===== config.mk =====
export PLATFORM = sky130hd
export DESIGN_NAME = apc_cfg
export DESIGN_NICKNAME = d
export VERILOG_FILES = /design/src/rtl/apc_pkg.sv /design/src/rtl/apc_cfg.sv
export SDC_FILE = /design/constraint.sdc
export NUM_CORES = 1
export LEC_CHECK = 0
export ABC_AREA = 0
export BUFFER_PORTS_ARGS = -buffer_cell sky130_fd_sc_hd__buf_2
export CORE_MARGIN = 3
export CORE_UTILIZATION = 51
export DETAILED_ROUTE_END_ITERATION = 6
export PLACE_DENSITY = 0.8
export SKIP_LAST_GASP = 1
export SLEW_MARGIN = 20
export SYNTH_ARGS = -nofsm -noshare
export SYNTH_HDL_FRONTEND = slang
export SYNTH_SLANG_ARGS = --single-unit

===== constraint.sdc =====
create_clock -name clk_i -period 1.4 [get_ports clk_i]
set_clock_uncertainty 0.15 [all_clocks]
set_input_delay 0.07 -clock clk_i [delete_from_list [all_inputs] [get_ports clk_i]]
set_output_delay 0.07 -clock clk_i [all_outputs]
set_load 0.02 [all_outputs]

===== src/rtl/apc_pkg.sv =====
// Shared types, constants and helper functions for the axis PID controller.
`timescale 1ns / 1ps
`default_nettype none

package apc_pkg;

  // Number of axes carried in the gain tables
  localparam int TblAxes     = 3;
  localparam int AxesDefault = 3;

  // Ground decay multiplier, 13107 / 2^14 is about 0.8
  localparam logic signed [17:0] DecayMul = 18'sd13107;

  // Largest limit the 16-bit fields can carry
  localparam logic [14:0] LimitMax = 15'h7fff;

  // Register indexes on the configuration port
  typedef enum logic [2:0] {
    RegKp       = 3'd0,
    RegWeight   = 3'd1,
    RegKiDt     = 3'd2,
    RegKdDt     = 3'd3,
    RegOutLimit = 3'd4,
    RegIntLimit = 3'd5
  } apc_reg_e;

  // Controller sequencer states
  typedef enum logic [3:0] {
    StIdle,
    StLoad,
    StDecay,
    StInteg,
    StSum,
    StClamp,
    StPTerm,
    StPSum,
    StDTerm,
    StRound,
    StWrite,
    StNull
  } apc_state_e;

  // All gain and limit tables, three 16-bit fields each
  typedef struct packed {
    logic [47:0] kp;
    logic [47:0] weight;
    logic [47:0] ki_dt;
    logic [47:0] kd_dt;
    logic [47:0] out_limit;
    logic [47:0] int_limit;
  } apc_tables_t;

  // Per-axis state word held in the state memory
  typedef struct packed {
    logic [15:0] integ;
    logic [15:0] perr;
    logic [15:0] pdrv;
    logic [15:0] hist0;
    logic [15:0] hist1;
  } apc_word_t;

  // Pick the 16-bit field of one axis out of a table
  function automatic logic [15:0] field16(logic [47:0] tbl, logic [1:0] ax);
    logic [15:0] f;
    case (ax)
      2'd0:    f = tbl[15:0];
      2'd1:    f = tbl[31:16];
      2'd2:    f = tbl[47:32];
      default: f = '0;
    endcase
    return f;
  endfunction

  // Limits above the signed 16-bit range act as the largest value
  function automatic logic [14:0] eff_limit(logic [15:0] l);
    return l[15] ? LimitMax : l[14:0];
  endfunction

endpackage

`default_nettype wire


===== src/rtl/apc_cfg.sv =====
// APB-style register file holding the gain and limit tables.
`timescale 1ns / 1ps
`default_nettype none

module apc_cfg (
  input  wire logic               clk_i,
  input  wire logic               rst_ni,
  input  wire logic               psel,
  input  wire logic               penable,
  input  wire logic               pwrite,
  input  wire logic [5:0]         paddr,
  input  wire logic [63:0]        pwdata,
  output logic      [63:0]        prdata,
  output logic                    pready,
  output apc_pkg::apc_tables_t    tables_o
);

  apc_pkg::apc_tables_t tables_q;
  apc_pkg::apc_reg_e    reg_sel;
  logic                 wr_en;

  assign pready   = 1'b1;
  assign reg_sel  = apc_pkg::apc_reg_e'(paddr[5:3]);
  assign wr_en    = psel && penable && pwrite;
  assign tables_o = tables_q;

  // Register writes, unknown indexes are dropped
  always_ff @(posedge clk_i or negedge rst_ni) begin
    if (!rst_ni) begin
      tables_q <= '0;
    end else if (wr_en) begin
      case (reg_sel)
        apc_pkg::RegKp:       tables_q.kp        <= pwdata[47:0];
        apc_pkg::RegWeight:   tables_q.weight    <= pwdata[47:0];
        apc_pkg::RegKiDt:     tables_q.ki_dt     <= pwdata[47:0];
        apc_pkg::RegKdDt:     tables_q.kd_dt     <= pwdata[47:0];
        apc_pkg::RegOutLimit: tables_q.out_limit <= pwdata[47:0];
        apc_pkg::RegIntLimit: tables_q.int_limit <= pwdata[47:0];
        default: ;
      endcase
    end
  end

  // Read mux
  always_comb begin
    case (reg_sel)
      apc_pkg::RegKp:       prdata = {16'b0, tables_q.kp};
      apc_pkg::RegWeight:   prdata = {16'b0, tables_q.weight};
      apc_pkg::RegKiDt:     prdata = {16'b0, tables_q.ki_dt};
      apc_pkg::RegKdDt:     prdata = {16'b0, tables_q.kd_dt};
      apc_pkg::RegOutLimit: prdata = {16'b0, tables_q.out_limit};
      apc_pkg::RegIntLimit: prdata = {16'b0, tables_q.int_limit};
      default:              prdata = '0;
    endcase
  end

endmodule

`default_nettype wire


; ---- Word-level counts from Yosys, hierarchy flattened
; Index checks and enable logic that the tools add are counted.
[totals]
regBits = 288
latch_bits = 0
ram_bits = 0
romBits = 0
inputBits = 75
output_inout_bits = 353
elab_cells = 21
mem_count = 0
[classes]
add_sub_neg = 0
multipliers = 0
div_mod_pow = 0
magnitude_cmp = 0
n_eq_ne = 5
shifts = 0
muxes = 1
n_bitwise = 0
reduce_logical = 9
[ops]
columns = operator, count
row1 = $pmux 48 s6, 1
row2 = $reduce_and 2->1, 6
row3 = $eq 3x2->1 const B, 2
row4 = $eq 3x3->1 const B, 2
row5 = $eq 3x1->1 const B, 1
row6 = $logic_not 3->1, 1
row7 = $logic_and 1x1->1, 2

; ---- Longest topological paths before layout
[depth]
depth_word = 3
mapped_depth = 6
depth_no_buf = 3

; ---- Worst setup path after synthesis
; OpenSTA, ideal clock, no wires.
[synth_path]
path_type = input to output
start = input paddr[3]
end = output prdata[10]
arrival_time_ns = 1.309
required_ns = 1.180
slack_ns = -0.129
stages = 6
path_cell_list = buf_4 > buf_4 > buf_2 > buf_2 > a221oi_1 > a31oi_1
[synth_between]
elab_chain_cells = 2
[synth_lines]
columns = item, line_no
row1 = "start, declared", apc_cfg.sv:11  ; input wire logic [5:0] paddr,
row2 = "$eq 3x3->1, or another cell as far along", apc_cfg.sv:46  ; case (reg_sel)
row3 = $pmux 48 s6 (*), apc_cfg.sv:46
row4 = "end, declared", apc_cfg.sv:13  ; output logic [63:0] prdata,
; Every way passes the cells marked *; elsewhere a longest branch is shown, timed or not.

; ---- Final worst setup path
[layout_path]
start = register tables_q, in the netlist tables_o[278]
end = output prdata[38]
[layout_between]
elab_chain_cells = 1
[layout_lines]
columns = item, line_no
row1 = "start, declared", apc_cfg.sv:18  ; apc_pkg::apc_tables_t tables_q;
row2 = $pmux 48 s6, apc_cfg.sv:46
; No other way between the ends.

==> results.cfg <==
[finish]
seq_area_um2 = 7211
multi_input_comb_area_um2 = 6243
fill_cells = 1258
area_growth_syn_to_layout_pct = 56.25
largest_reg_flops = 288
drive_above_1_share_pct = 68.01
post-route-cell-area_um2 = 20770
nNetsFinal = 1662
final_cells = 1941
final_core_util_pct = 81.78

[cts]
cts.sinks = 288
clock_path_buffers = 3
cts_tree = yes
numCtsBuffers = 30
root_buffer = clkbuf_16
cts_hold_buf = 49
insertion_delay_ns = 0.54
clk_pin_slew_ns = 0.07
cts-htree-levels = 1

[critical_path]
cp.buffers_inverters = 1
worst-path-max-fanout = 2
end_kind = primary output
crit_slowest_cell = dfrtp_1
cpPeakStageDelay_ns = 0.40
path_cells = mux2_2, a221oi_2, a31oi_2, buf_4
cp_top_family = compound AO/OA/AOI/OAI gates
r2r_slack_ns = 0.12
cp-start-kind = register
critPathArrivalTime_ns = 1.82
path_class = register to primary output
crit_required_ns = 1.18

[sta]
setup_viol = 131
rsz0062_at_grt = yes
hold-worst-slack_ns = -0.1287
slew_viol_final = 0
period_share_pct = 145.6
fmax_mhz = 490.5
hold_viol = 25
layout_setup_ws_ns = -0.6387
period_minus_slack_ns = 2.039
fin_setup_tns_ns = -26.04

[synthesis]
synth_area_um2 = 13290
synth_mux_area_share_pct = 33.08
yosys.area.top_type = dfrtp_1
synth-seq-cells = 288
ys_types = 26
synth_xor_area_share_pct = 0
syn_inst = 956
synthAdderAreaFrac_pct = 0
syn_avg_cell_area_um2 = 13.91
synth_seq_area_share_pct = 54.21
synth_compound_area_share_pct = 5.007
yosys_warnings = 0
synth_top_cells_by_area = dfrtp_1 (54%), mux2_2 (27%), mux2i_1 (4.4%), buf_4 (1.9%), mux2_1 (1.7%)
synth_top_family_by_area = multiplexers
yosys.area_share.simple_pct = 3.511
synth_top_area_share_pct = 54.21

[die]
core_area_um2 = 25400
die_w_um = 167.5
num_rows = 58
ios = 428
die_y_um = 167.5
start_util_pct = 52.34
dieArea_um2 = 28040

[placed_design]
dp_cells = 1753
place_congestion = 0.8598
place_hpwl_um = 31010
dpl_cell_area_um2 = 16910
numPortBuffers = 391
place_ws_ns = -0.3291

[detailed_routing]
drtPass1Iterations = 7
post-route-drc-count = 0
wl_um = 52090
vias = 11710
wl_met3_um = 4295
wl_met2_um = 26010
routedWlPerCell_um = 26.83
wl_met1_um = 18170
drt_iter0_markers = 863
highest_layer = met4
ant_nets = 0
routed_via_density = 6.033

[run]
cap_violations = 0

[global_routing]
grt_usage_pct = 33.18
grt_max_degree = 38
antenna_found_initial = 1
grt_pass1_wl_um = 72700
grt_pass1_vias = 12210
grt_overflow_total = 0

[pwr]
powerDensity_nw_per_um2 = 1560
power_mw = 32.40
irDropWorstVdd_v = 0.001541
pwr-share-clk_pct = 28.5
power_leakage_nw = 10.20
pwr-share-comb_pct = 36.1
p_int_mw = 21.53
p_seq_share_pct = 35.4
p_sw_share_pct = 33.55
net-switching-power_mw = 10.87

[hold_path]
min_path_type = primary input to asynchronous set/reset pin

[outcome]
violations = negative hold slack, negative setup slack
outcome = finished with violations
what timing repair did:
| item | in CTS | in global routing |
|---|---|---|
| hold endpoints to repair | 576 | 25 |
| buffers inserted | 71 | 72 |
| resized for setup | 243 | 235 |
| endpoints found under the setup margin | 102 | 167 |
| gates cloned | 0 | 0 |
| pin swaps | 26 | 11 |
per-layer routing:
metal	vias to the layer above	global-route usage, %
met1	5923	39.33
met3	253	7.153
met2	775	57.29
met5	-	0
li1	4760	-
met4	0	16.61
cell type report:
cell class                      count  area share (%)
Tap cell                          330           1.988
Antenna cell                        1         0.01205
Clock inverter                     11           1.108
Clock buffer                       44           4.451
Timing Repair Buffer              673           27.65
Inverter                            1         0.01807
Sequential cell                   288           34.71
Multi-Input combinational cell    593           30.06
kinds of logic (layout without fill, tap and decap cells):
family | count (synthesis) | in the layout
other | 2 | 18
flip-flops | 288 | 288
AO/OA/AOI/OAI | 88 | 88
multiplexers | 397 | 397
AND/OR/NAND/NOR | 91 | 91
buffers and inverters | 90 | 729
layout by cell type (no fill, tap or decap), types with 4 or more instances in the layout:
master and instances:
a221oi_2 15, buf_6 223, buf_4 132, nor2_4 4, mux2i_1 58, dlygate4sd3_1 49
mux2_1 6, or3_1 13, o221ai_2 19, nor2_1 6, dfrtp_1 285, bufinv_16 7
a31oi_2 21, clkbuf_16 31, clkbuf_8 10, nand2_1 51, a311o_1 5, conb_1 17
buf_2 240, clkinv_2 4, mux2_4 25, mux2_2 308, a221oi_4 6, a21oi_2 10
and3b_1 10, a211oi_1 4, buf_12 26
Yosys cell counts, drive strengths merged:
cell type and instances:
a211oi 5, a21oi 14, a221oi 21, a311o 5, a31oi 21, and3b 10
buf 73, clkbuf 16, conb 2, dfrtp 288, inv 1, mux2 339
mux2i 58, nand2 51, nand2b 2, nand4 1, nand4b 1, nor2 10
nor2b 1, nor3 2, o221ai 22, or3 13
final timing paths:
path | startpoint | endpoint | depth (start not counted)
min | rst_ni | tables_o[217] | 2
max reg2reg | tables_o[173] | tables_o[173] | 4
min reg2reg | tables_o[72] | tables_o[72] | 1
min in group clk_i | paddr[4] | tables_o[194] | 4
max | tables_o[278] | prdata[38] | 4
max in group asynchronous | rst_ni | tables_o[74] | 4
power groups by stage:
| stage | registers, mW | clock network (mW) | logic (mW) |
|---|---|---|---|
| after global placement | 11.3 | 0 | 8.54 |
| after floorplan | 13.2 | 0 | 2.97 |
| after CTS | 11.2 | 9.21 | 10.3 |
| after global routing | 11.6 | 9.63 | 12.2 |
| after detailed placement | 11.4 | 0 | 8.74 |
| final | 11.5 | 9.25 | 11.7 |
Power figures use the tool's default switching activity.
