===== src/rtl/apc_pkg.sv =====
// Shared types, constants and helper functions for the axis PID controller.
`timescale 1ns / 1ps
`default_nettype none

package apc_pkg;

  // Number of axes carried in the gain tables
  localparam int TblAxes     = 3;
  localparam int AxesDefault = 3;

  // Ground decay multiplier, 13107 / 2^14 is about 0.8
  localparam logic signed [17:0] DecayMul = 18'sd13107;

  // Largest limit the 16-bit fields can carry
  localparam logic [14:0] LimitMax = 15'h7fff;

  // Register indexes on the configuration port
  typedef enum logic [2:0] {
    RegKp       = 3'd0,
    RegWeight   = 3'd1,
    RegKiDt     = 3'd2,
    RegKdDt     = 3'd3,
    RegOutLimit = 3'd4,
    RegIntLimit = 3'd5
  } apc_reg_e;

  // Controller sequencer states
  typedef enum logic [3:0] {
    StIdle,
    StLoad,
    StDecay,
    StInteg,
    StSum,
    StClamp,
    StPTerm,
    StPSum,
    StDTerm,
    StRound,
    StWrite,
    StNull
  } apc_state_e;

  // All gain and limit tables, three 16-bit fields each
  typedef struct packed {
    logic [47:0] kp;
    logic [47:0] weight;
    logic [47:0] ki_dt;
    logic [47:0] kd_dt;
    logic [47:0] out_limit;
    logic [47:0] int_limit;
  } apc_tables_t;

  // Per-axis state word held in the state memory
  typedef struct packed {
    logic [15:0] integ;
    logic [15:0] perr;
    logic [15:0] pdrv;
    logic [15:0] hist0;
    logic [15:0] hist1;
  } apc_word_t;

  // Pick the 16-bit field of one axis out of a table
  function automatic logic [15:0] field16(logic [47:0] tbl, logic [1:0] ax);
    logic [15:0] f;
    case (ax)
      2'd0:    f = tbl[15:0];
      2'd1:    f = tbl[31:16];
      2'd2:    f = tbl[47:32];
      default: f = '0;
    endcase
    return f;
  endfunction

  // Limits above the signed 16-bit range act as the largest value
  function automatic logic [14:0] eff_limit(logic [15:0] l);
    return l[15] ? LimitMax : l[14:0];
  endfunction

endpackage

`default_nettype wire


===== src/rtl/apc_core.sv =====
// Sequencer and shared-multiplier datapath of the PID update.
`timescale 1ns / 1ps
`default_nettype none

module apc_core #(
  parameter int AXES = apc_pkg::AxesDefault,
  localparam int AW  = (AXES > 1) ? $clog2(AXES) : 1
) (
  input  wire logic                  clk_i,
  input  wire logic                  rst_ni,
  input  wire apc_pkg::apc_tables_t  tables_i,
  input  wire logic                  in_valid_i,
  output logic                       in_ready_o,
  input  wire logic [1:0]            axis_i,
  input  wire logic signed [15:0]    rate_error_i,
  input  wire logic signed [15:0]    measured_rate_i,
  input  wire logic                  on_ground_i,
  output logic                       out_valid_o,
  input  wire logic                  out_ready_i,
  output logic signed [15:0]         drive_o,
  output logic                       windup_hold_o,
  output logic                       rd_en_o,
  output logic [AW-1:0]              rd_addr_o,
  input  wire apc_pkg::apc_word_t    rd_data_i,
  output logic                       wr_en_o,
  output logic [AW-1:0]              wr_addr_o,
  output apc_pkg::apc_word_t         wr_data_o
);

  apc_pkg::apc_state_e state_q, state_d;

  // Captured sample
  logic [1:0]         axis_q;
  logic signed [15:0] e_q, g_q;
  logic               ground_q;

  // Axis gains and effective limits
  logic [15:0] kp_q, wt_q, ki_q, kd_q;
  logic [14:0] lo_q, li_q;

  // Working registers
  apc_pkg::apc_word_t st_q;
  logic signed [15:0] integ_q;
  logic signed [23:0] sum_q;
  logic signed [53:0] acc_q;
  logic signed [30:0] rnd_q;
  logic               hold_q;

  // Shared multiplier
  logic signed [33:0] mul_a;
  logic signed [17:0] mul_b;
  logic signed [51:0] p_q;

  // Output register
  logic               out_valid_q;
  logic signed [15:0] drive_q;
  logic               hold_out_q;

  logic               accept, axis_ok, slot_free;
  logic signed [16:0] err_sum, rate_sum, rate_diff;
  logic signed [16:0] lo_s, li_s;
  logic signed [15:0] pd_s, pe_s, h1_s;
  logic               hold_d;
  logic signed [51:0] dec_r, int_r;
  logic signed [23:0] sum_d;
  logic signed [15:0] integ_clamp;
  logic signed [53:0] p_ext, rnd_r;
  logic signed [15:0] drive_d;

  assign accept    = in_valid_i && in_ready_o;
  assign axis_ok   = (32'(axis_i) < 32'(AXES)) && (32'(axis_i) < 32'(apc_pkg::TblAxes));
  assign slot_free = !out_valid_q || out_ready_i;

  // Operand sums
  assign pe_s      = $signed(st_q.perr);
  assign pd_s      = $signed(st_q.pdrv);
  assign h1_s      = $signed(st_q.hist1);
  assign err_sum   = 17'(e_q) + 17'(pe_s);
  assign rate_sum  = 17'(e_q) + 17'(g_q);
  assign rate_diff = 17'(g_q) - 17'(h1_s);
  assign lo_s      = $signed({2'b00, lo_q});
  assign li_s      = $signed({2'b00, li_q});

  // Anti-windup: previous drive pinned at a limit and error pushing outward
  assign hold_d = ((17'(pd_s) == lo_s) && !e_q[15] && (e_q != '0)) ||
                  ((17'(pd_s) == -lo_s) && e_q[15]);

  // Rounded shifts of the product
  assign dec_r = (p_q + 52'sd8192) >>> 14;
  assign int_r = (p_q + 52'sd2048) >>> 12;
  assign sum_d = hold_q ? 24'(integ_q) : 24'(integ_q) + int_r[23:0];
  assign p_ext = 54'(p_q);
  assign rnd_r = (acc_q + 54'sd4194304) >>> 23;

  // Integral clamp
  always_comb begin
    if (sum_q > 24'(li_s)) begin
      integ_clamp = 16'(li_s);
    end else if (sum_q < -24'(li_s)) begin
      integ_clamp = 16'(-li_s);
    end else begin
      integ_clamp = sum_q[15:0];
    end
  end

  // Drive clamp
  always_comb begin
    if (rnd_q > 31'(lo_s)) begin
      drive_d = 16'(lo_s);
    end else if (rnd_q < -31'(lo_s)) begin
      drive_d = 16'(-lo_s);
    end else begin
      drive_d = rnd_q[15:0];
    end
  end

  // Next state
  always_comb begin
    state_d = state_q;
    case (state_q)
      apc_pkg::StIdle:  if (accept) state_d = axis_ok ? apc_pkg::StLoad : apc_pkg::StNull;
      apc_pkg::StLoad:  state_d = apc_pkg::StDecay;
      apc_pkg::StDecay: state_d = apc_pkg::StInteg;
      apc_pkg::StInteg: state_d = apc_pkg::StSum;
      apc_pkg::StSum:   state_d = apc_pkg::StClamp;
      apc_pkg::StClamp: state_d = apc_pkg::StPTerm;
      apc_pkg::StPTerm: state_d = apc_pkg::StPSum;
      apc_pkg::StPSum:  state_d = apc_pkg::StDTerm;
      apc_pkg::StDTerm: state_d = apc_pkg::StRound;
      apc_pkg::StRound: state_d = apc_pkg::StWrite;
      apc_pkg::StWrite: if (slot_free) state_d = apc_pkg::StIdle;
      apc_pkg::StNull:  if (slot_free) state_d = apc_pkg::StIdle;
      default:          state_d = apc_pkg::StIdle;
    endcase
  end

  // State outputs: handshake, memory strobes, multiplier operands
  always_comb begin
    in_ready_o = 1'b0;
    rd_en_o    = 1'b0;
    wr_en_o    = 1'b0;
    mul_a      = '0;
    mul_b      = '0;
    case (state_q)
      apc_pkg::StIdle: begin
        in_ready_o = 1'b1;
        rd_en_o    = in_valid_i && axis_ok;
      end
      apc_pkg::StDecay: begin
        mul_a = 34'($signed(st_q.integ));
        mul_b = apc_pkg::DecayMul;
      end
      apc_pkg::StInteg: begin
        mul_a = 34'(err_sum);
        mul_b = $signed({2'b00, ki_q});
      end
      apc_pkg::StSum: begin
        mul_a = $signed({18'b0, kp_q});
        mul_b = $signed({2'b00, wt_q});
      end
      apc_pkg::StClamp: begin
        mul_a = $signed({2'b00, p_q[31:0]});
        mul_b = 18'(rate_sum);
      end
      apc_pkg::StPTerm: begin
        mul_a = $signed({18'b0, kp_q});
        mul_b = 18'(e_q);
      end
      apc_pkg::StPSum: begin
        mul_a = 34'(rate_diff);
        mul_b = $signed({2'b00, kd_q});
      end
      apc_pkg::StWrite: wr_en_o = slot_free;
      default: ;
    endcase
  end

  // Memory addressing and write-back word
  assign rd_addr_o       = AW'(axis_i);
  assign wr_addr_o       = AW'(axis_q);
  assign wr_data_o.integ = integ_q;
  assign wr_data_o.perr  = hold_q ? st_q.perr : e_q;
  assign wr_data_o.pdrv  = drive_d;
  assign wr_data_o.hist0 = g_q;
  assign wr_data_o.hist1 = st_q.hist0;

  // Control registers
  always_ff @(posedge clk_i or negedge rst_ni) begin
    if (!rst_ni) begin
      state_q     <= apc_pkg::StIdle;
      out_valid_q <= 1'b0;
    end else begin
      state_q <= state_d;
      if (((state_q == apc_pkg::StWrite) || (state_q == apc_pkg::StNull)) && slot_free) begin
        out_valid_q <= 1'b1;
      end else if (out_ready_i) begin
        out_valid_q <= 1'b0;
      end
    end
  end

  // Datapath registers
  always_ff @(posedge clk_i) begin
    p_q <= 52'(mul_a) * 52'(mul_b);
    case (state_q)
      apc_pkg::StIdle: begin
        if (accept) begin
          axis_q   <= axis_i;
          e_q      <= rate_error_i;
          g_q      <= measured_rate_i;
          ground_q <= on_ground_i;
        end
      end
      apc_pkg::StLoad: begin
        st_q <= rd_data_i;
        kp_q <= apc_pkg::field16(tables_i.kp, axis_q);
        wt_q <= apc_pkg::field16(tables_i.weight, axis_q);
        ki_q <= apc_pkg::field16(tables_i.ki_dt, axis_q);
        kd_q <= apc_pkg::field16(tables_i.kd_dt, axis_q);
        lo_q <= apc_pkg::eff_limit(apc_pkg::field16(tables_i.out_limit, axis_q));
        li_q <= apc_pkg::eff_limit(apc_pkg::field16(tables_i.int_limit, axis_q));
      end
      apc_pkg::StInteg: begin
        integ_q <= ground_q ? dec_r[15:0] : $signed(st_q.integ);
        hold_q  <= hold_d;
      end
      apc_pkg::StSum:   sum_q   <= sum_d;
      apc_pkg::StClamp: integ_q <= integ_clamp;
      apc_pkg::StPTerm: acc_q   <= -p_ext;
      apc_pkg::StPSum:  acc_q   <= acc_q + (p_ext <<< 12);
      apc_pkg::StDTerm: begin
        acc_q <= acc_q + {{15{integ_q[15]}}, integ_q, 23'b0} - (p_ext <<< 11);
      end
      apc_pkg::StRound: rnd_q <= rnd_r[30:0];
      apc_pkg::StWrite: begin
        if (slot_free) begin
          drive_q    <= drive_d;
          hold_out_q <= hold_q;
        end
      end
      apc_pkg::StNull: begin
        if (slot_free) begin
          drive_q    <= '0;
          hold_out_q <= 1'b0;
        end
      end
      default: ;
    endcase
  end

  assign out_valid_o   = out_valid_q;
  assign drive_o       = drive_q;
  assign windup_hold_o = hold_out_q;

endmodule

`default_nettype wire


===== config.mk =====
export PLATFORM = sky130hd
export DESIGN_NAME = apc_core
export DESIGN_NICKNAME = d
export VERILOG_FILES = /design/src/rtl/apc_pkg.sv /design/src/rtl/apc_core.sv
export SDC_FILE = /design/constraint.sdc
export NUM_CORES = 2
export LEC_CHECK = 0
export BUFFER_PORTS_ARGS = -buffer_cell sky130_fd_sc_hd__buf_2
export CAP_MARGIN = 20
export CORE_UTILIZATION = 55
export DETAILED_ROUTE_END_ITERATION = 8
export HOLD_SLACK_MARGIN = 0.06
export PLACE_DENSITY = 0.72
export SKIP_LAST_GASP = 1
export SLEW_MARGIN = 20
export SYNTH_ARGS = -nofsm -noshare
export SYNTH_HDL_FRONTEND = slang
export SYNTH_SLANG_ARGS = --single-unit

===== constraint.sdc =====
create_clock -name clk_i -period 15.55 [get_ports clk_i]
set_clock_uncertainty 0.05 [all_clocks]
set_input_delay 0.7775 -clock clk_i [delete_from_list [all_inputs] [get_ports clk_i]]
set_output_delay 0.7775 -clock clk_i [all_outputs]
set_load 0.005 [all_outputs]

# After elaboration in Yosys (flattened, before gate mapping)
# Cells that the tools add are included.
# Widths: inputs -> output; s select.
[op_classes] add_sub_neg=15 n_mul=1 magnitude_cmp=5 eq_ne=19 mux=34 n_reduce_logical=23
[ops] op="$pmux 16 s3" n=6
[ops] op="$pmux 34 s5" n=1
[ops] op="$pmux 54 s3" n=1
[ops] op="$mux 16" n=10
[ops] op="$add 54x54->54" n=2
[ops] op="$pmux 18 s6" n=1
[ops] op="$pmux 16 s2" n=2
[ops] op="$add 54x24->54 const B" n=1
[ops] op="$neg 52->54" n=1
[ops] op="$sub 54x54->54" n=1
[ops] op="$mul 34x18->52" n=1
[ops] op="$pmux 4 s11" n=1
[ops] op="$add 36x13->36 const B" n=1
[ops] op="$add 16x16->17" n=2
[ops] op="$gt 31x16->1" n=1
[ops] op="$lt 31x31->1" n=1
[ops] op="$neg 15->31" n=1
[ops] op="$add 30x15->30 const B" n=1
[ops] op="$add 24x24->24" n=1
[ops] op="$gt 24x16->1" n=1
[ops] op="$lt 24x24->1" n=1
[ops] op="$mux 24" n=1
[ops] op="$neg 15->24" n=1
[ops] op="$eq 16x17->1" n=1
[ops] op="other kinds (27)" n=56
[word_totals] ff_bits=409 inputBits=407 out_inout_bits=105 wordCells=122

# Logic depth before layout (Yosys ltp)
[depth] word_depth=6 mapped_depth=39 depth_no_buf=36

# Worst setup path before layout
# Ideal clock, no wire load.
[synth_timing] path_kind="register to register" start="reg state_q[2]" end="reg st_q (netlist bit h1_s[0]), enable pin" setup_ps=921 arrival_time_ps=12400 slack_ps=2180 path_stages_with_launch=3 n_path_buf=1 path_cell_list="dfrtp_1 clkbuf_1 nor3_1"
[synth_via] elab_chain_cells=1
[synth_lines] element="from (decl)" line="apc_core.sv:30" rtl="apc_pkg::apc_state_e state_q, state_d;"
[synth_lines] element="from (signal assigned)" line="apc_core.sv:190" rtl="state_q <= apc_pkg::StIdle;"
[synth_lines] element="from (signal assigned)" line="apc_core.sv:193" rtl="state_q <= state_d;"
[synth_lines] element="$eq 4x1->1" line="apc_core.sv:205" rtl="case (state_q)"
[synth_lines] element="to (signal assigned)" line="apc_core.sv:215" rtl="st_q <= rd_data_i;"
[synth_lines] element="to (decl)" line="apc_core.sv:42" rtl="apc_pkg::apc_word_t st_q;"
# Every way passes these cells.
# A chain may end at the register's enable or synchronous reset.

# Final worst setup path
[layout_timing] start="reg g_q[0]" end="reg p_q[50]"
[layout_via] elab_chain_cells=3 elab_cells_between_ends=5 classes_between="add/sub (2); mul (1); mux (2)"
[layout_lines] element="from (decl)" line="apc_core.sv:34" rtl="logic signed [15:0] e_q, g_q;"
[layout_lines] element="from (signal assigned)" line="apc_core.sv:210" rtl="g_q <= measured_rate_i;"
[layout_lines] element="$add 16x16->17 / $sub 16x16->17 (equally long branches)" line="apc_core.sv:79, apc_core.sv:80"
[layout_lines] element="$pmux 18 s6 / $pmux 34 s5 (equally long branches)" line="apc_core.sv:144" rtl="case (state_q)"
[layout_lines] element="$mul 34x18->52 *" line="apc_core.sv:204" rtl="p_q <= 52'(mul_a) * 52'(mul_b);"
[layout_lines] element="to (signal assigned)" line="apc_core.sv:204"
[layout_lines] element="to (decl)" line="apc_core.sv:52" rtl="logic signed [51:0] p_q;"
# Every way passes the cells marked *; elsewhere a longest branch is shown, timed or not.

==> key figures <==
Run status
  • Outcome: finished, final reports clean

Clock network
  • Clk sinks: 408
  • CTS tree: built
  • Worst skew pair latency: 0.64 ns
  • Cts bufs inserted: 47
  • Setup bufs post-CTS: 0
  • Post_cts resized: 0
  • Clock transition at path regs: 0.08 ns
  • Clock tree root driver cell: clkbuf_16
  • Clock buffer depth: 3
  • H-tree Lvls: 2

Synth
  • Number of enable flip-flop cells after synthesis: 351
  • Synth cell count leaders: inv_1 (919), nand2_1 (638), fa_1 (610)
  • Mapped Area: 52200 um^2
  • Ys async rst share: 0.0123
  • Post-synth net total: 7232
  • Post-synthesis simple-gate area fraction: 0.140
  • Top-area cell type share of the netlist area: 0.234
  • Xor/xnor share of the synthesized area: 0.0596
  • Synth top area cells: fa_1 (23%), edfxtp_1 (20%), ha_1 (9.4%)
  • Synthesized netlist cell count: 5824
  • Synth warn: 0
  • Seq/Total Area, Yosys: 0.224
  • Synth Area in Adders: 0.328
  • Flops & latches, synth: 408
  • Top-count cell post-synth: inv_1
  • Combinational family with the most area after synthesis: adder cells
  • Compound-gate portion of the synthesized area: 0.138
  • Largest area contributor in the netlist: fa_1
  • Primary FF master, synth: edfxtp_1
  • Distinct cells, synth: 85
  • Mapped Avg Cell Area: 8.96 um^2
  • Mux contribution to synthesized area: 0.0246

Routing
  • DRT Pass-1 Iters: 6
  • Routed Antenna Nets: 0
  • Vias: 44400
  • Final WL: 168 mm
  • Wire per inst: 22.3 um
  • Remaining DRCs: 0
  • DR vias/cell: 5.91
  • 1st-iter DRT viols: 4556

Floorplanning
  • Die Y: 310 um
  • Core Region: 93600 um^2
  • Initial cell density of the core: 0.558
  • # IOs: 512
  • Die width: 310 um
  • Die ar.: 96200 um^2
  • Row cnt: 112

Timing
  • Final hold vios: 0
  • Slew @ Worst Pin: 1.28 ns
  • Period utilization: 0.650
  • Max Clock Freq: 98.9 MHz
  • RSZ-0062 raised after global routing: no
  • Total Neg Setup Slack: 0 ns
  • Max-slew violation count: 0
  • Final Critical Period: 10.11 ns
  • Worst Hold Slack: 0.267 ns
  • Max-slew headroom: 0.149
  • Final setup viols: 0

Final layout
  • Area growth syn-to-layout: 10.3%
  • Final #Nets: 7622
  • Final instance area: 57600 um^2
  • Share of cells above drive strength 1: 0.119
  • Sequential Area: 11700 um^2
  • Fillers: 8342
  • Multi-input logic area: 36100 um^2

Place
  • RD Place Congestion: 0.981
  • Dpl cell area: 56000 um^2
  • # port buffers: 511
  • DP Wirelength: 136 mm

Job
  • Max-cap violations: 0

Critical path
  • Worst setup path category: flip-flop to flip-flop
  • Crit start category: flip-flop
  • Slowest stage delay, CP: 0.64 ns
  • CP dominant cell by count: fa_1
  • Slowest library cell on the worst path: a21oi_1
  • Worst Path Arrival: 10.61 ns
  • Critical path peak fanout: 27
  • Worst Path Required: 16.05 ns
  • Worst Setup End Kind: flip-flop

GRT
  • Vias in the first global route: 44200
  • Total track usage: 0.352
  • First-pass GRT wire length: 257 mm
  • Antenna violations before repair: 18
  • Aggregate global routing overflow: 0
  • Largest net degree at the start of global routing: 87

Min path
  • Min-Delay Path Class: input port to flip-flop
area by class of cell:
| class | instances | area share |
|---|---|---|
| Antenna cell | 10 | 0.000434 |
| Timing Repair Buffer | 591 | 0.0548 |
| Inverter | 921 | 0.0600 |
| Sequential cell | 408 | 0.203 |
| Multi-Input combinational cell | 4245 | 0.627 |
| Clock inverter | 31 | 0.00541 |
| Tap cell | 1254 | 0.0272 |
| Clock buffer | 56 | 0.0217 |
state kept, by name, summed over array words and instances, names as in the netlist, 2 cells and up:
name,cells
pe_s,16
rnd_q,31
acc_q,53
kd_q,16
h1_s,16
st_q,16
state_q,4
sum_q,24
pd_s,16
lo_q,15
wt_q,16
ki_q,16
wr_addr_o,2
drive_o,16
li_q,15
kp_q,16
g_q,16
integ_q,16
p_q,52
wr_data_o,16
e_q,16
worst max-delay path: cells and delay by family (launching register included):
family | cells | cell delay, ns
fa+ha+maj | 9 | 4.14
compound gates | 13 | 3.62
simple gates | 5 | 1.38
flops | 1 | 0.39
buf+inv | 5 | 0.26
xor+xnor | 1 | 0.16
routing by layer:
| layer | global-route usage | vias up | share of wire |
|---|---|---|---|
| met4 | 0.137 | 10 | 0.041 |
| li1 | - | 20200 | - |
| met1 | 0.480 | 21600 | 0.41 |
| met2 | 0.551 | 2211 | 0.45 |
| met3 | 0.0708 | 366 | 0.10 |
| met5 | 0 | - | 0.00038 |
what timing repair did:
action	4_1_cts	5_1_grt
hold endpoints to repair	5	0
endpoints found under the setup margin	0	0
hold buffers	1	0
cell usage in the layout (no fill, tap or decap), types with 14 or more instances in the layout:
cell type and instances:
o22ai_1 23, or3_1 24, inv_1 919, nor2b_1 35, mux2_2 19, nand4_1 54, and3_1 27, a21o_1 114
a221oi_1 17, xnor2_1 249, o21a_1 50, and2_1 42, a211oi_1 33, nor3_1 88, ha_1 391, nand3_1 84
o21bai_1 34, mux2i_1 107, buf_2 512, a222oi_1 15, nor4_1 33, nand2_1 637, o211a_1 16, buf_4 78
o21ai_0 270, fa_1 610, or2_2 18, a22oi_1 33, nand2b_1 43, o211ai_1 50, o221ai_1 19, dfxtp_1 52
nor2_1 510, a31oi_1 30, a21oi_1 267, o32ai_1 14, edfxtp_1 351, xor2_1 106, clkbuf_16 49
worst paths after layout:
| path | endpoint | slack [ns] | from | cells past startpoint |
|---|---|---|---|---|
| worst min register to register | out_valid_o | 0.52 | out_valid_o | 2 |
| worst min-delay path | pe_s[1] | 0.27 | rd_data_i[49] | 1 |
| min in group asynchronous | state_q[1] | 0.48 | rst_ni | 2 |
| worst max-delay path | p_q[50] | 5.44 | g_q[0] | 33 |
| max in group asynchronous | state_q[0] | 14.83 | rst_ni | 2 |
| worst max register to register | p_q[50] | 5.44 | g_q[0] | 33 |
cells by family after synthesis:
family,count (synthesis)
other,2
and+or+nand+nor,1653
AOI/OAI and AO/OA,1108
buffers and inverters,1171
muxes,126
adders and majority gates,1001
xor gates and xnor gates,355
DFF,408
through the flow:
stage	setup slack [ns]	util	cells
final	5.44	0.615	7516
after floorplan	2.18	-	5824
after global placement	5.86	0.598	7417
after global routing	4.84	0.615	7513
after detailed placement	5.67	0.598	7418
after CTS	5.58	0.615	7506
Power is left out: the tool's default activity adds up to more than one toggle a clock period on the data nets, which glitch-free logic cannot reach.
