## src/rtl/apc_pkg.sv

```systemverilog
// Shared types, constants and helper functions for the axis PID controller.
`timescale 1ns / 1ps
`default_nettype none

package apc_pkg;

  // Number of axes carried in the gain tables
  localparam int TblAxes     = 3;
  localparam int AxesDefault = 3;

  // Ground decay multiplier, 13107 / 2^14 is about 0.8
  localparam logic signed [17:0] DecayMul = 18'sd13107;

  // Largest limit the 16-bit fields can carry
  localparam logic [14:0] LimitMax = 15'h7fff;

  // Register indexes on the configuration port
  typedef enum logic [2:0] {
    RegKp       = 3'd0,
    RegWeight   = 3'd1,
    RegKiDt     = 3'd2,
    RegKdDt     = 3'd3,
    RegOutLimit = 3'd4,
    RegIntLimit = 3'd5
  } apc_reg_e;

  // Controller sequencer states
  typedef enum logic [3:0] {
    StIdle,
    StLoad,
    StDecay,
    StInteg,
    StSum,
    StClamp,
    StPTerm,
    StPSum,
    StDTerm,
    StRound,
    StWrite,
    StNull
  } apc_state_e;

  // All gain and limit tables, three 16-bit fields each
  typedef struct packed {
    logic [47:0] kp;
    logic [47:0] weight;
    logic [47:0] ki_dt;
    logic [47:0] kd_dt;
    logic [47:0] out_limit;
    logic [47:0] int_limit;
  } apc_tables_t;

  // Per-axis state word held in the state memory
  typedef struct packed {
    logic [15:0] integ;
    logic [15:0] perr;
    logic [15:0] pdrv;
    logic [15:0] hist0;
    logic [15:0] hist1;
  } apc_word_t;

  // Pick the 16-bit field of one axis out of a table
  function automatic logic [15:0] field16(logic [47:0] tbl, logic [1:0] ax);
    logic [15:0] f;
    case (ax)
      2'd0:    f = tbl[15:0];
      2'd1:    f = tbl[31:16];
      2'd2:    f = tbl[47:32];
      default: f = '0;
    endcase
    return f;
  endfunction

  // Limits above the signed 16-bit range act as the largest value
  function automatic logic [14:0] eff_limit(logic [15:0] l);
    return l[15] ? LimitMax : l[14:0];
  endfunction

endpackage

`default_nettype wire

```

## src/rtl/apc_mem.sv

```systemverilog
// Per-axis state memory with a registered read; entries read as zero until written.
`timescale 1ns / 1ps
`default_nettype none

module apc_mem #(
  parameter int AXES = apc_pkg::AxesDefault,
  localparam int AW  = (AXES > 1) ? $clog2(AXES) : 1
) (
  input  wire logic                clk_i,
  input  wire logic                rst_ni,
  input  wire logic                rd_en_i,
  input  wire logic [AW-1:0]       rd_addr_i,
  output apc_pkg::apc_word_t       rd_data_o,
  input  wire logic                wr_en_i,
  input  wire logic [AW-1:0]       wr_addr_i,
  input  wire apc_pkg::apc_word_t  wr_data_i
);

  apc_pkg::apc_word_t mem_q [AXES];
  apc_pkg::apc_word_t rd_data_q;
  logic [AXES-1:0]    valid_q;
  logic               rd_valid_q;

  // Storage array
  always_ff @(posedge clk_i) begin
    if (wr_en_i) begin
      mem_q[wr_addr_i] <= wr_data_i;
    end
    if (rd_en_i) begin
      rd_data_q <= mem_q[rd_addr_i];
    end
  end

  // Written-entry flags, cleared by reset
  always_ff @(posedge clk_i or negedge rst_ni) begin
    if (!rst_ni) begin
      valid_q    <= '0;
      rd_valid_q <= 1'b0;
    end else begin
      if (wr_en_i) begin
        valid_q[wr_addr_i] <= 1'b1;
      end
      if (rd_en_i) begin
        rd_valid_q <= valid_q[rd_addr_i];
      end
    end
  end

  assign rd_data_o = rd_valid_q ? rd_data_q : '0;

endmodule

`default_nettype wire

```

## config.mk

```make
export PLATFORM = sky130hd
export DESIGN_NAME = apc_mem
export DESIGN_NICKNAME = d
export VERILOG_FILES = /design/src/rtl/apc_pkg.sv /design/src/rtl/apc_mem.sv
export SDC_FILE = /design/constraint.sdc
export NUM_CORES = 1
export LEC_CHECK = 0
export BUFFER_PORTS_ARGS = -buffer_cell sky130_fd_sc_hd__buf_4
export CAP_MARGIN = 20
export CORE_MARGIN = 2
export CORE_UTILIZATION = 54
export CTS_CLUSTER_DIAMETER = 60
export DETAILED_ROUTE_END_ITERATION = 10
export GPL_TIMING_DRIVEN = 0
export PLACE_DENSITY = 0.83
export SLEW_MARGIN = 0
export SYNTH_ARGS = -nofsm -noshare
export SYNTH_HDL_FRONTEND = slang
export SYNTH_SLANG_ARGS = --single-unit
export TNS_END_PERCENT = 1
```

## constraint.sdc

```tcl
create_clock -name clk_i -period 1.2 [get_ports clk_i]
set_input_delay 0.24 -clock clk_i [delete_from_list [all_inputs] [get_ports clk_i]]
set_output_delay 0.24 -clock clk_i [all_outputs]
set_load 0.005 [all_outputs]
```

=== Yosys cells after proc, flatten, opt, wreduce, memory -nomap -nowiden ===
Memory sizes are Yosys's and may differ from the RTL's. A register that Yosys moved wholly into a read port is not among the register bits.
Index checks and enable logic that the tools add are counted.

* Order comparisons: 3
* Multiplexer cells: 7
* Bitwise logic cells: 1
* Reductions and logical operators: 1

{| class="wikitable"
|+ Operators by type and width
! cell !! count
|-
| 2-to-1 mux 80 bit || 1
|-
| < comparator 2 x 3 -> 1 bit (second input constant) || 2
|-
| 2-to-1 mux 1 bit || 4
|-
| bitwise OR 3 bit || 1
|-
| binary-select mux 1 bit (select 2 bit) || 1
|-
| demux 1 bit (select 2 bit) || 1
|-
| greater-or-equal comparator 2 x 1 -> 1 bit (second input constant) || 1
|-
| logical AND 1 bit || 1
|}

* Bits in registers: 4
* Memory bits (writable): 240
* Bits of input ports: 88
* Output and inout bits: 80
* Word-level logic and storage cells: 15
* Memories: 1

{| class="wikitable"
|+ Memories
! name !! words !! bits a word !! read ports !! clocked after memory_dff !! wr ports !! RTL line !! RTL
|-
| mem_q || 3 || 80 || 1 || 1 || 1 || apc_mem.sv:19 || <nowiki>apc_pkg::apc_word_t mem_q [AXES];</nowiki>
|}

=== Longest topological paths before layout ===
Gate-level depths: netlist of the first run.

* Depth after elaboration: 5
* Depth in mapped cells: 5
* Mapped depth without buffers: 2

=== Least setup slack after synthesis of the first run ===
Ideal clock, no wire load.

* Path type: input to register
* Start point: in wr_addr_i[1]
* End point: reg valid_q[0]
* Arrival time: 6,736 ps
* Data required time: 1,099 ps
* Setup slack: -5,638 ps
* Stages: 2
* Path through: nor3b_1 or2_2

* Longest elaborated chain between the ends: 5
* Elaborated cells on any way between the ends: 6
* Those cells by class: order compare: 2; mux: 2; bitwise: 1; reduce/logical: 1

{| class="wikitable"
|+ Ends and longest elaborated chain
! what !! RTL line !! RTL
|-
| from (decl) || apc_mem.sv:15 || <nowiki>input wire logic [AW-1:0] wr_addr_i,</nowiki>
|-
| < comparator 2 x 3 -> 1 bit (implied by the code) / greater-or-equal comparator 2 x 1 -> 1 bit (equally long branches) || apc_mem.sv:41 || <nowiki>valid_q[wr_addr_i] <= 1'b1;</nowiki>
|-
| logical AND 1 bit (implied by the code) || apc_mem.sv:41 ||
|-
| 2-to-1 mux 1 bit (implied by the code) || apc_mem.sv:41 ||
|-
| demux 1 bit (select 2 bit) (*) || apc_mem.sv:41 ||
|-
| bitwise OR 3 bit (no line) (*) || - ||
|-
| to (signal assigned) || apc_mem.sv:37 || <nowiki>valid_q <= '0;</nowiki>
|-
| to (signal, indexed assignment) || apc_mem.sv:41 ||
|-
| to (decl) || apc_mem.sv:21 || <nowiki>logic [AXES-1:0] valid_q;</nowiki>
|}

Every way passes the cells marked *; elsewhere a longest branch is shown, timed or not.
A chain may end at the register's enable or synchronous reset.

==> key figures, run 1 <==
Status
  – Status: finished, violations left
  – Failing checks: setup timing

Timing
  – RSZ-0062 raised after global routing: true
  – Slew HR: 45.9%
  – PnR worst setup slack: -0.574 ns
  – Minimum clock period: 1.77 ns
  – Fmax: 564 MHz
  – Clk_skew: 0.00869 ns
  – Final setup fails: between 150 and 200
  – Slew Viols, Final: 0
  – Final Hold Fails: 0
  – Total negative slack: -50.07 ns
  – Period utilization: 148%
  – Actual slew at the worst max-slew pin: 0.812 ns

Critical path
  – CP Launch Type: flip-flop
  – Delay-heaviest family, CP: flip-flops
  – Slowest stage delay, CP: about 0.43 ns
  – CP required: 0.96 ns
  – WS Path Type: reg2out
  – Slowest stage cell on the critical path: dfrtp_2
  – Critical Path Sink Type: primary output
  – Worst path bufs/invs: 3
  – CP cell instances: buf_8, clkbuf_16, and2_4, buf_6
  – CP max FO: 10
  – Worst path arrival time: 1.53 ns

GRT
  – Largest net degree at the start of global routing: 84
  – Grt total ovfl: 0
  – First-pass GRT wire length: 37900 um
  – Antenna violations before repair: 0
  – Global Route Usage Sum: 20.8%
  – Vias in the first global route: between 7000 and 8000

Yosys
  – Register area share after synthesis: 80.6%
  – Ranking of synthesized cells by area: edfxtp_1 80%, mux2i_1 6.7%, and2_1 4.2%
  – Syn_area_per_cell: 17.5 um2
  – Ys Warns: 0
  – Syn Nets: between 700 and 800
  – Yosys top cell area share: 79.8%
  – Synth Register Bits: 324
  – Post-synth cell types: 19
  – Leading area contributor after synthesis: edfxtp_1
  – Cells after synthesis: 690
  – Synthesized cell area: 12000 um2

Run
  – Max-Cap Viols: 0

Routing
  – WL final: 25500 um
  – DR iter-0 viols: 363
  – Via count: 6800
  – Detail Route Antenna Nets: 0
  – DRT Pass-1 Iters: 4
  – DRC Markers: 0
  – Wirelength per Cell: 19.9 um
  – Avg Vias per Cell: 5.30

Floorplan
  – Initial Util: 55.2%
  – Row count: 54
  – Overall die width: 153 um
  – Die area: 23500 um2
  – IO Pins: between 150 and 200
  – Core area: 21800 um2
  – DIE HEIGHT: roughly 150 um

Clock tree
  – # H-tree levels: 1
  – CTS Buffer Depth: 3
  – Clk Latency, worst-skew pair: 0.54 ns
  – CTS buffer count: 31
  – Sinks on Clock Net: 324
  – TritonCTS clock tree: done
  – Clock root buffer: clkbuf_16
  – CTS clk-pin slew, worst paths: 0.06 ns

Placement
  – Post-place instance area: between 10000 and 15000 um2
  – Port Buffer Count: ~170
  – Detail Placement HPWL: 14000 um
  – RD Place Congestion: 0.739
  – Worst slack at placement: -0.716 ns

Cells and area
  – Antenna cells: 0
  – Nets: 1068
  – Area delta synth->final: 33.4%
  – Post-route cell area: 16100 um2
  – Layout cells sized above 1: around a third

Power and ir drop
  – Leakage: 6.10 nW
  – Worst vdd ir: about 1.7 mV
  – PD cells: 1540 nW/um2

Hold path
  – Hold Crit Class: in2async
[kinds of logic after synthesis]
logic type,count (synthesis),share of synthesized area [%]
multiplexers,81,6.73
AND/OR/NAND/NOR,168,7.14
flip-flops,324,80.6
buffers and inverters,36,2.10
AO/OA/AOI/OAI,81,3.40
[cell usage in the layout (no fill, tap or decap)]
cell type      instances
buf_4                118
clkbuf_1              23
clkbuf_16             33
dlygate4sd3_1         81
nor3b_4                1
nand4b_1               1
clkinv_1               2
dfrtp_2                1
edfxtp_1             320
buf_6                 51
o21ai_1               79
or2_2                  3
buf_16                 3
nand2_1               80
o221ai_1               1
clkbuf_8               2
and2_1                 9
dfrtp_1                3
buf_8                 18
o21ai_0                1
and2_4                71
nand2b_1               1
and3b_4                2
inv_1                  1
clkinv_2               4
buf_2                  7
mux2i_1               81
buf_12                 4
inv_8                  1
[Yosys cell counts]
library cell	number
buf_6	1
edfxtp_1	320
clkbuf_1	16
inv_1	1
buf_8	8
mux2i_1	81
and3b_1	2
or2_2	3
nand2b_1	1
buf_2	7
nand4b_1	1
and2_1	80
nor3b_1	1
o221ai_1	1
o21ai_0	1
nand2_1	80
o21ai_1	79
buf_4	3
dfrtp_1	4
[layer usage]
metal / track usage [%] / up-vias / routed length (um)
li1: - / 3147 / -
met1: 25.7 / 3391 / 9790
met2: 37.4 / 211 / 13700
met3: 3.37 / 51 / 1290
met4: 7.12 / 0 / 718
met5: 0 / - / 0
[registers in the layout, summed over array words and instances (netlist names)]
signal,count
rd_valid_q,1
valid_q,3
mem_q,240
rd_data_q,80
[area by class of cell]
| class | instances | area [um2] |
|---|---|---|
| sequential | 324 | 9710 |
| fill | 1205 | 5770 |
| timing repair buffer | 257 | 2470 |
| multi-input combinational | 330 | 2280 |
| clock buffer | 48 | 860 |
| tap | 280 | 350 |
| buffer | 35 | 345 |
| clock inverter | 7 | 38.8 |
| inverter | 1 | 3.75 |
[power breakdown]
group          total, W  switching (W)  internal [W]
logic           0.00262        0.00114       0.00149
registers        0.0133       0.000176        0.0131
clock network   0.00875        0.00386       0.00489
[stage by stage]
step                      power (W)  cells  utilization, %  hold WS [ns]
after floorplan              0.0143    690               -       -0.0556
after global placement       0.0153   1135            62.5        0.0385
after detailed placement     0.0154   1142            63.3        0.0408
after CTS                    0.0245   1280            72.3        0.0138
after global routing         0.0255   1282            73.6        0.0123
final                        0.0247   1282            73.6        0.0363
[timing repair]
item,in CTS,in global routing
gates resized for setup,73,91
hold buffers,81,0
setup buffers,2,1
pin swaps,0,0
endpoints found under the setup margin,202,202
endpoints found under the hold margin,244,0
[path summary, 6_finish.rpt]
kind	startpoint	endpoint	slack (ns)	cells after the start
min	rst_ni	valid_q[2]$_DFFE_PN0P_	0.04	2
max	rd_valid_q$_DFFE_PN0P_	rd_data_o[77]	-0.57	4
max in group asynchronous	rst_ni	rd_valid_q$_DFFE_PN0P_	1.05	2
min in group clk_i	wr_addr_i[0]	mem_q[0][72]$_DFFE_PP_	0.06	2
max reg2reg	rd_valid_q$_DFFE_PN0P_	rd_valid_q$_DFFE_PN0P_	0.20	4
min reg2reg	valid_q[2]$_DFFE_PN0P_	valid_q[2]$_DFFE_PN0P_	0.47	1
Power figures use the tool's default switching activity.
==> run 2: changes to the inputs <==
--- a/config.mk
+++ b/config.mk
@@ -8,11 +8,11 @@
 export BUFFER_PORTS_ARGS = -buffer_cell sky130_fd_sc_hd__buf_4
 export CAP_MARGIN = 20
 export CORE_MARGIN = 2
-export CORE_UTILIZATION = 54
+export CORE_UTILIZATION = 35
 export CTS_CLUSTER_DIAMETER = 60
 export DETAILED_ROUTE_END_ITERATION = 10
 export GPL_TIMING_DRIVEN = 0
-export PLACE_DENSITY = 0.83
+export PLACE_DENSITY = 0.6
 export SLEW_MARGIN = 0
 export SYNTH_ARGS = -nofsm -noshare
 export SYNTH_HDL_FRONTEND = slang
==> key figures, run 2 (synthesis results as in run 1) <==
Timing
  – Final Hold Fails: 0 (unchanged)
  – Fmax: 549 MHz (was 564 MHz)
  – Final setup fails: 206 (was 188)
  – Slew Viols, Final: 0 (unchanged)
  – Period utilization: 152% (was 148%)
  – WHS: 0.113 ns (was 0.0363 ns)
  – Actual slew at the worst max-slew pin: 0.867 ns (was 0.812 ns)
  – Clk_skew: 0.00646 ns (was 0.00869 ns)
  – Slew HR: 42.1% (was 45.9%)
  – PnR worst setup slack: -0.623 ns (was -0.574 ns)
  – Minimum clock period: 1.82 ns (was 1.77 ns)
  – RSZ-0062 raised after global routing: true (unchanged)

Cells and area
  – Final core utilization: 49.8% (was 73.6%)
  – Top reg by flops: mem_q (unchanged)
  – Largest registers: mem_q x240, rd_data_q x80, valid_q x3 (unchanged)
  – Area delta synth->final: 39.4% (was 33.4%)
  – Max reg flops: 240 (unchanged)
  – Nets: 1080 (was 1068)
  – Commonest non-fill, non-tap cell in the layout: edfxtp_1 (unchanged)
  – Most frequent cells in the layout: 320 x edfxtp_1, 89 x buf_4, 81 x mux2i_1, 81 x dlygate4sd3_1, 80 x nand2_1 (was 320 x edfxtp_1, 118 x buf_4, 81 x mux2i_1, 81 x dlygate4sd3_1, 80 x nand2_1)
  – Layout cells sized above 1: 33.4% (was 31.8%)
  – Antenna cells: 0 (unchanged)

Status
  – Status: finished, violations left (unchanged)
  – Failing checks: setup timing (unchanged)

Critical path
  – WS Path Type: reg2out (unchanged)
  – Worst path arrival time: 1.58 ns (was 1.53 ns)
  – CP Launch Type: flip-flop (unchanged)
  – Critical Path Sink Type: primary output (unchanged)
  – CP required: 0.96 ns (about the same)
  – CP max FO: 6 (was 10)

Power and ir drop
  – Leakage: 6.33 nW (was 6.10 nW)
  – PD cells: 1570 nW/um2 (was 1540 nW/um2)
  – Worst vdd ir: 1.22 mV (was 1.65 mV)

Routing
  – DR iter-0 viols: 358 (was 363)
  – Detail Route Antenna Nets: 0 (unchanged)
  – DRT Pass-1 Iters: 5 (was 4)
  – Via count: 6623 (was 6800)
  – Avg Vias per Cell: 4.53 (was 5.30)
  – Wirelength per Cell: 17.4 um (was 19.9 um)
  – DRC Markers: 0 (unchanged)
  – WL final: 25500 um (about the same)

Clock tree
  – CTS Buffer Depth: 3 (unchanged)
  – Clock root buffer: clkbuf_16 (unchanged)
  – TritonCTS clock tree: done (unchanged)
  – # H-tree levels: 2 (was 1)
  – CTS buffer count: 35 (was 31)
  – Clk Latency, worst-skew pair: 0.49 ns (was 0.54 ns)
  – CTS clk-pin slew, worst paths: 0.06 ns (about the same)
  – Sinks on Clock Net: 324 (unchanged)

Floorplan
  – Overall die width: 189 um (was 153 um)
  – IO Pins: 168 (unchanged)
  – Row count: 67 (was 54)
  – Die area: 35900 um2 (was 23500 um2)
  – DIE HEIGHT: 189 um (was 153 um)
  – Initial Util: 35.7% (was 55.2%)
  – Core area: 33700 um2 (was 21800 um2)

Placement
  – RD Place Congestion: 0.679 (was 0.739)
  – Detail Placement HPWL: 14800 um (was 14000 um)
  – Worst slack at placement: -0.712 ns (was -0.716 ns)
  – Port Buffer Count: 165 (unchanged)

Run
  – Max-Cap Viols: 0 (unchanged)

GRT
  – Antenna violations before repair: 0 (unchanged)
  – First-pass GRT wire length: 39500 um (was 37900 um)
  – Largest net degree at the start of global routing: 45 (was 84)
  – Global Route Usage Sum: 14.4% (was 20.8%)
  – Vias in the first global route: 6985 (was 7153)
  – Grt total ovfl: 0 (unchanged)

Hold path
  – Hold Crit Class: in2async (unchanged)
## run 2: cell types whose count changed in the layout (fill, tap and decap cells not counted), sizes merged
cell / previous run / this run
buf: 201 / 202
clkbuf: 58 / 60
clkinv: 6 / 13
bufinv: 0 / 2
## run 2: what timing repair did
action | CTS | global route
gates resized for setup | 189 | 21
cloned | 8 | 0
endpoints found under the setup margin | 207 | 222
buffers inserted | 3 | 0
hold buffers | 81 | 0
endpoints found under the hold margin | 244 | 0
## run 2: routing by layer
layer  up-vias  global-route usage [%]  part of all wire, %
met5         -                       0                    0
met2       143                    25.4                   51
met4         0                    4.65                  2.6
met3        48                    2.71                  4.4
li1       3175                       -                    -
met1      3257                    18.0                   42
## run 2: critical path, stage by stage, from the launching register on
cell and delay (ns):
dfrtp_4 0.51, buf_12 0.17, clkbuf_16 0.16, and2_4 0.14, buf_6 0.11
## run 2: area by class of cell
type / instances / area [um2]
multi-input combinational: 330 / 2290
sequential: 324 / 9710
buffer: 35 / 409
clock buffer: 43 / 948
timing repair buffer: 265 / 2740
inverter: 1 / 3.75
fill: 2798 / 16900
clock inverter: 16 / 130
tap: 448 / 561
## run 2: worst paths after layout
| path | start | end | cells after the start | slack (ns) |
|---|---|---|---|---|
| min in group clk_i | wr_addr_i[1] | mem_q[0][64]$_DFFE_PP_ | 2 | 0.13 |
| max in group asynchronous | rst_ni | rd_valid_q$_DFFE_PN0P_ | 2 | 0.97 |
| worst min register to register | valid_q[1]$_DFFE_PN0P_ | valid_q[1]$_DFFE_PN0P_ | 1 | 0.47 |
| worst max-delay path | rd_valid_q$_DFFE_PN0P_ | rd_data_o[9] | 4 | -0.62 |
| worst max register to register | rd_valid_q$_DFFE_PN0P_ | rd_valid_q$_DFFE_PN0P_ | 3 | 0.23 |
| worst min-delay path | rst_ni | rd_valid_q$_DFFE_PN0P_ | 2 | 0.11 |
## run 2: through the flow
stage / TNS [ns] / power, W / std cells / area (um2)
floorplan: -361.59 / 0.0143 / 690 / 12100
global placement: -858.11 / 0.0154 / 1303 / 13900
detailed placement: -203.75 / 0.0155 / 1311 / 14000
CTS: -66.54 / 0.0266 / 1462 / 16700
global route: -74.32 / 0.0274 / 1462 / 16800
finish: -62.96 / 0.0263 / 1462 / 16800
## run 2: where the power goes
group          internal, W  switching (W)  total (W)  leakage [nW]
sequential          0.0131       0.000150     0.0133          3.04
combinational      0.00171        0.00119    0.00290          2.77
clock              0.00603        0.00408     0.0101         0.530
==> run 3: changes to the inputs <==
--- a/config.mk
+++ b/config.mk
@@ -8,11 +8,11 @@
 export BUFFER_PORTS_ARGS = -buffer_cell sky130_fd_sc_hd__buf_4
 export CAP_MARGIN = 20
 export CORE_MARGIN = 2
-export CORE_UTILIZATION = 35
+export CORE_UTILIZATION = 40
 export CTS_CLUSTER_DIAMETER = 60
 export DETAILED_ROUTE_END_ITERATION = 10
 export GPL_TIMING_DRIVEN = 0
-export PLACE_DENSITY = 0.6
+export PLACE_DENSITY = 0.66
 export SLEW_MARGIN = 0
 export SYNTH_ARGS = -nofsm -noshare
 export SYNTH_HDL_FRONTEND = slang
==> key figures, run 3 (synthesis results as in run 1) <==
Status
  – Status: finished, violations left (unchanged)
  – Failing checks: setup timing (unchanged)

Placement
  – RD Place Congestion: 0.725 (was 0.679)
  – Cell count after placement: 1254 (was 1311)
  – Post-place instance area: 14000 um2 (about the same)
  – Detail Placement HPWL: 14300 um (was 14800 um)
  – Port Buffer Count: 165 (unchanged)

Clock tree
  – # H-tree levels: 2 (unchanged)
  – CTS clk-pin slew, worst paths: 0.06 ns (about the same)
  – Clock root buffer: clkbuf_16 (unchanged)
  – CTS Buffer Depth: 3 (unchanged)
  – Sinks on Clock Net: 324 (unchanged)
  – TritonCTS clock tree: done (unchanged)
  – Clk Latency, worst-skew pair: 0.50 ns (was 0.49 ns)
  – CTS buffer count: 35 (unchanged)

Routing
  – DRT Pass-1 Iters: 4 (was 5)
  – Via count: 6617 (was 6623)
  – DR iter-0 viols: 446 (was 358)
  – Avg Vias per Cell: 4.73 (was 4.53)
  – WL final: 24000 um (was 25500 um)
  – Wirelength per Cell: 17.2 um (was 17.4 um)
  – Detail Route Antenna Nets: 0 (unchanged)
  – DRC Markers: 0 (unchanged)

Critical path
  – Worst path arrival time: 1.58 ns (about the same)
  – WS Path Type: reg2out (unchanged)
  – CP Launch Type: flip-flop (unchanged)
  – Critical Path Sink Type: primary output (unchanged)
  – Worst R2R Path Depth: 3 (unchanged)
  – CP max FO: 10 (was 6)
  – CP required: 0.96 ns (about the same)
  – CP cell instances: buf_12, buf_8, and2_1, buf_4 (was buf_12, clkbuf_16, and2_4, buf_6)
  – Slowest stage cell on the critical path: dfrtp_4 (unchanged)
  – R2r setup slk: 0.24 ns (was 0.23 ns)
  – Slowest stage delay, CP: 0.50 ns (was 0.51 ns)

Cells and area
  – Nets: 1072 (was 1080)
  – Area of the multi-input gates: 2260 um2 (was 2290 um2)
  – # fillers: 2370 (was 2798)
  – Top reg by flops: mem_q (unchanged)
  – Area delta synth->final: 35.1% (was 39.4%)
  – Post-route cell area: 16300 um2 (was 16800 um2)
  – Commonest non-fill, non-tap cell in the layout: edfxtp_1 (unchanged)
  – Most frequent cells in the layout: 320 x edfxtp_1, 138 x buf_4, 81 x mux2i_1, 81 x dlygate4sd3_1, 80 x nand2_1 (was 320 x edfxtp_1, 89 x buf_4, 81 x mux2i_1, 81 x dlygate4sd3_1, 80 x nand2_1)
  – Layout cells sized above 1: 31.5% (was 33.4%)
  – Largest registers: mem_q x240, rd_data_q x80, valid_q x3 (unchanged)
  – Final Non-Filler Cells: 1399 (was 1462)
  – Max reg flops: 240 (unchanged)
  – Storage element area: 9710 um2 (unchanged)

Timing
  – RSZ-0062 raised after global routing: true (unchanged)
  – Final setup fails: 136 (was 206)
  – Period utilization: 152% (about the same)
  – PnR worst setup slack: -0.618 ns (was -0.623 ns)
  – Actual slew at the worst max-slew pin: 0.769 ns (was 0.867 ns)
  – Final Hold Fails: 0 (unchanged)
  – WHS: 0.0960 ns (was 0.113 ns)
  – Fmax: 550 MHz (was 549 MHz)
  – Slew Viols, Final: 0 (unchanged)
  – Minimum clock period: 1.82 ns (about the same)
  – Clk_skew: 0.00670 ns (was 0.00646 ns)
  – Slew HR: 48.7% (was 42.1%)

GRT
  – First-pass GRT wire length: 36600 um (was 39500 um)
  – Global Route Usage Sum: 15.3% (was 14.4%)
  – Grt total ovfl: 0 (unchanged)
  – Largest net degree at the start of global routing: 44 (was 45)
  – Vias in the first global route: 6827 (was 6985)
  – Grt met3 use: 3.96% (was 2.71%)
  – Met1 Usage GRT: 19.8% (was 18.0%)
  – Antenna violations before repair: 0 (unchanged)
  – GR Util met2: 25.7% (was 25.4%)
  – Grt peak-use layer: met2 (unchanged)

Power and ir drop
  – Reg power frac: 51.7% (was 50.5%)
  – Psw: 0.00523 W (was 0.00542 W)
  – Int Power: 0.0205 W (was 0.0209 W)
  – Net Sw Frac: 20.4% (was 20.6%)
  – Clock share of power: 38.5% (was 38.4%)
  – Leakage: 6.14 nW (was 6.33 nW)
  – Comb pwr share: 9.8% (was 11.0%)
  – PD cells: 1580 nW/um2 (was 1570 nW/um2)
  – Worst vdd ir: 1.18 mV (was 1.22 mV)

Floorplan
  – Core area: 29600 um2 (was 33700 um2)
  – Die area: 31500 um2 (was 35900 um2)
  – Initial Util: 40.6% (was 35.7%)
  – DIE HEIGHT: 178 um (was 189 um)
  – Row count: 63 (was 67)
  – Overall die width: 178 um (was 189 um)
  – IO Pins: 168 (unchanged)

Hold path
  – Hold Crit Class: in2async (unchanged)

Run
  – Max-Cap Viols: 0 (unchanged)
==> run 3: power by group through the flow <==
stage | sequential (W) | clock [W] | combinational, W
6_report | 0.0133 | 0.00988 | 0.00253
5_1_grt | 0.0133 | 0.0106 | 0.00275
4_1_cts | 0.0133 | 0.0101 | 0.00232
3_5_place_dp | 0.0135 | 0 | 0.00194
3_3_place_gp | 0.0135 | 0 | 0.00185
2_1_floorplan | 0.0135 | 0 | 0.000838
==> run 3: path summary, 6_finish.rpt <==
path	startpoint	end
setup / recovery	rd_valid_q$_DFFE_PN0P_	rd_data_o[6]
hold / removal	rst_ni	valid_q[2]$_DFFE_PN0P_
setup reg to reg	rd_valid_q$_DFFE_PN0P_	rd_valid_q$_DFFE_PN0P_
hold reg to reg	valid_q[0]$_DFFE_PN0P_	valid_q[0]$_DFFE_PN0P_
max in group asynchronous	rst_ni	rd_valid_q$_DFFE_PN0P_
min in group clk_i	wr_addr_i[0]	mem_q[0][6]$_DFFE_PP_
==> run 3: cell type report <==
class                      count  area share, %
antenna                        1         0.0154
buffer                        35           2.08
clock buffer                  49           6.03
clock inverter                12          0.531
inverter                       1         0.0231
multi-input combinational    330           13.9
sequential                   324           59.7
tap                          390           3.00
timing repair buffer         257           14.7
==> run 3: per-layer routing <==
layer,share of wire (%),up-vias
li1,-,3157
met3,6.1,37
met4,2.0,0
met2,49,178
met1,43,3245
met5,0,-
==> run 3: repair_timing <==
action / CTS / global route
pin swaps: 1 / 1
hold endpoints to repair: 244 / 0
endpoints found under the setup margin: 168 / 168
setup buffers: 2 / 0
hold buffers: 81 / 0
resized for setup: 40 / 92
==> run 3: per-stage QoR <==
stage	TNS, ns	total power, W	setup slack (ns)	utilization, %
after detailed placement	-152.98	0.0155	-0.672	47.1
after global placement	-824.86	0.0154	-3.19	46.5
after global routing	-60.50	0.0267	-0.674	54.9
after CTS	-55.86	0.0257	-0.658	54.0
after floorplan	-361.59	0.0143	-1.54	-
final	-50.97	0.0257	-0.618	54.9
==> run 3: worst max-delay path, delay by kind of cell (launching register included) <==
family	cells	cell delay, ns
flops	1	0.50
simple gates	1	0.15
buf+inv	3	0.43
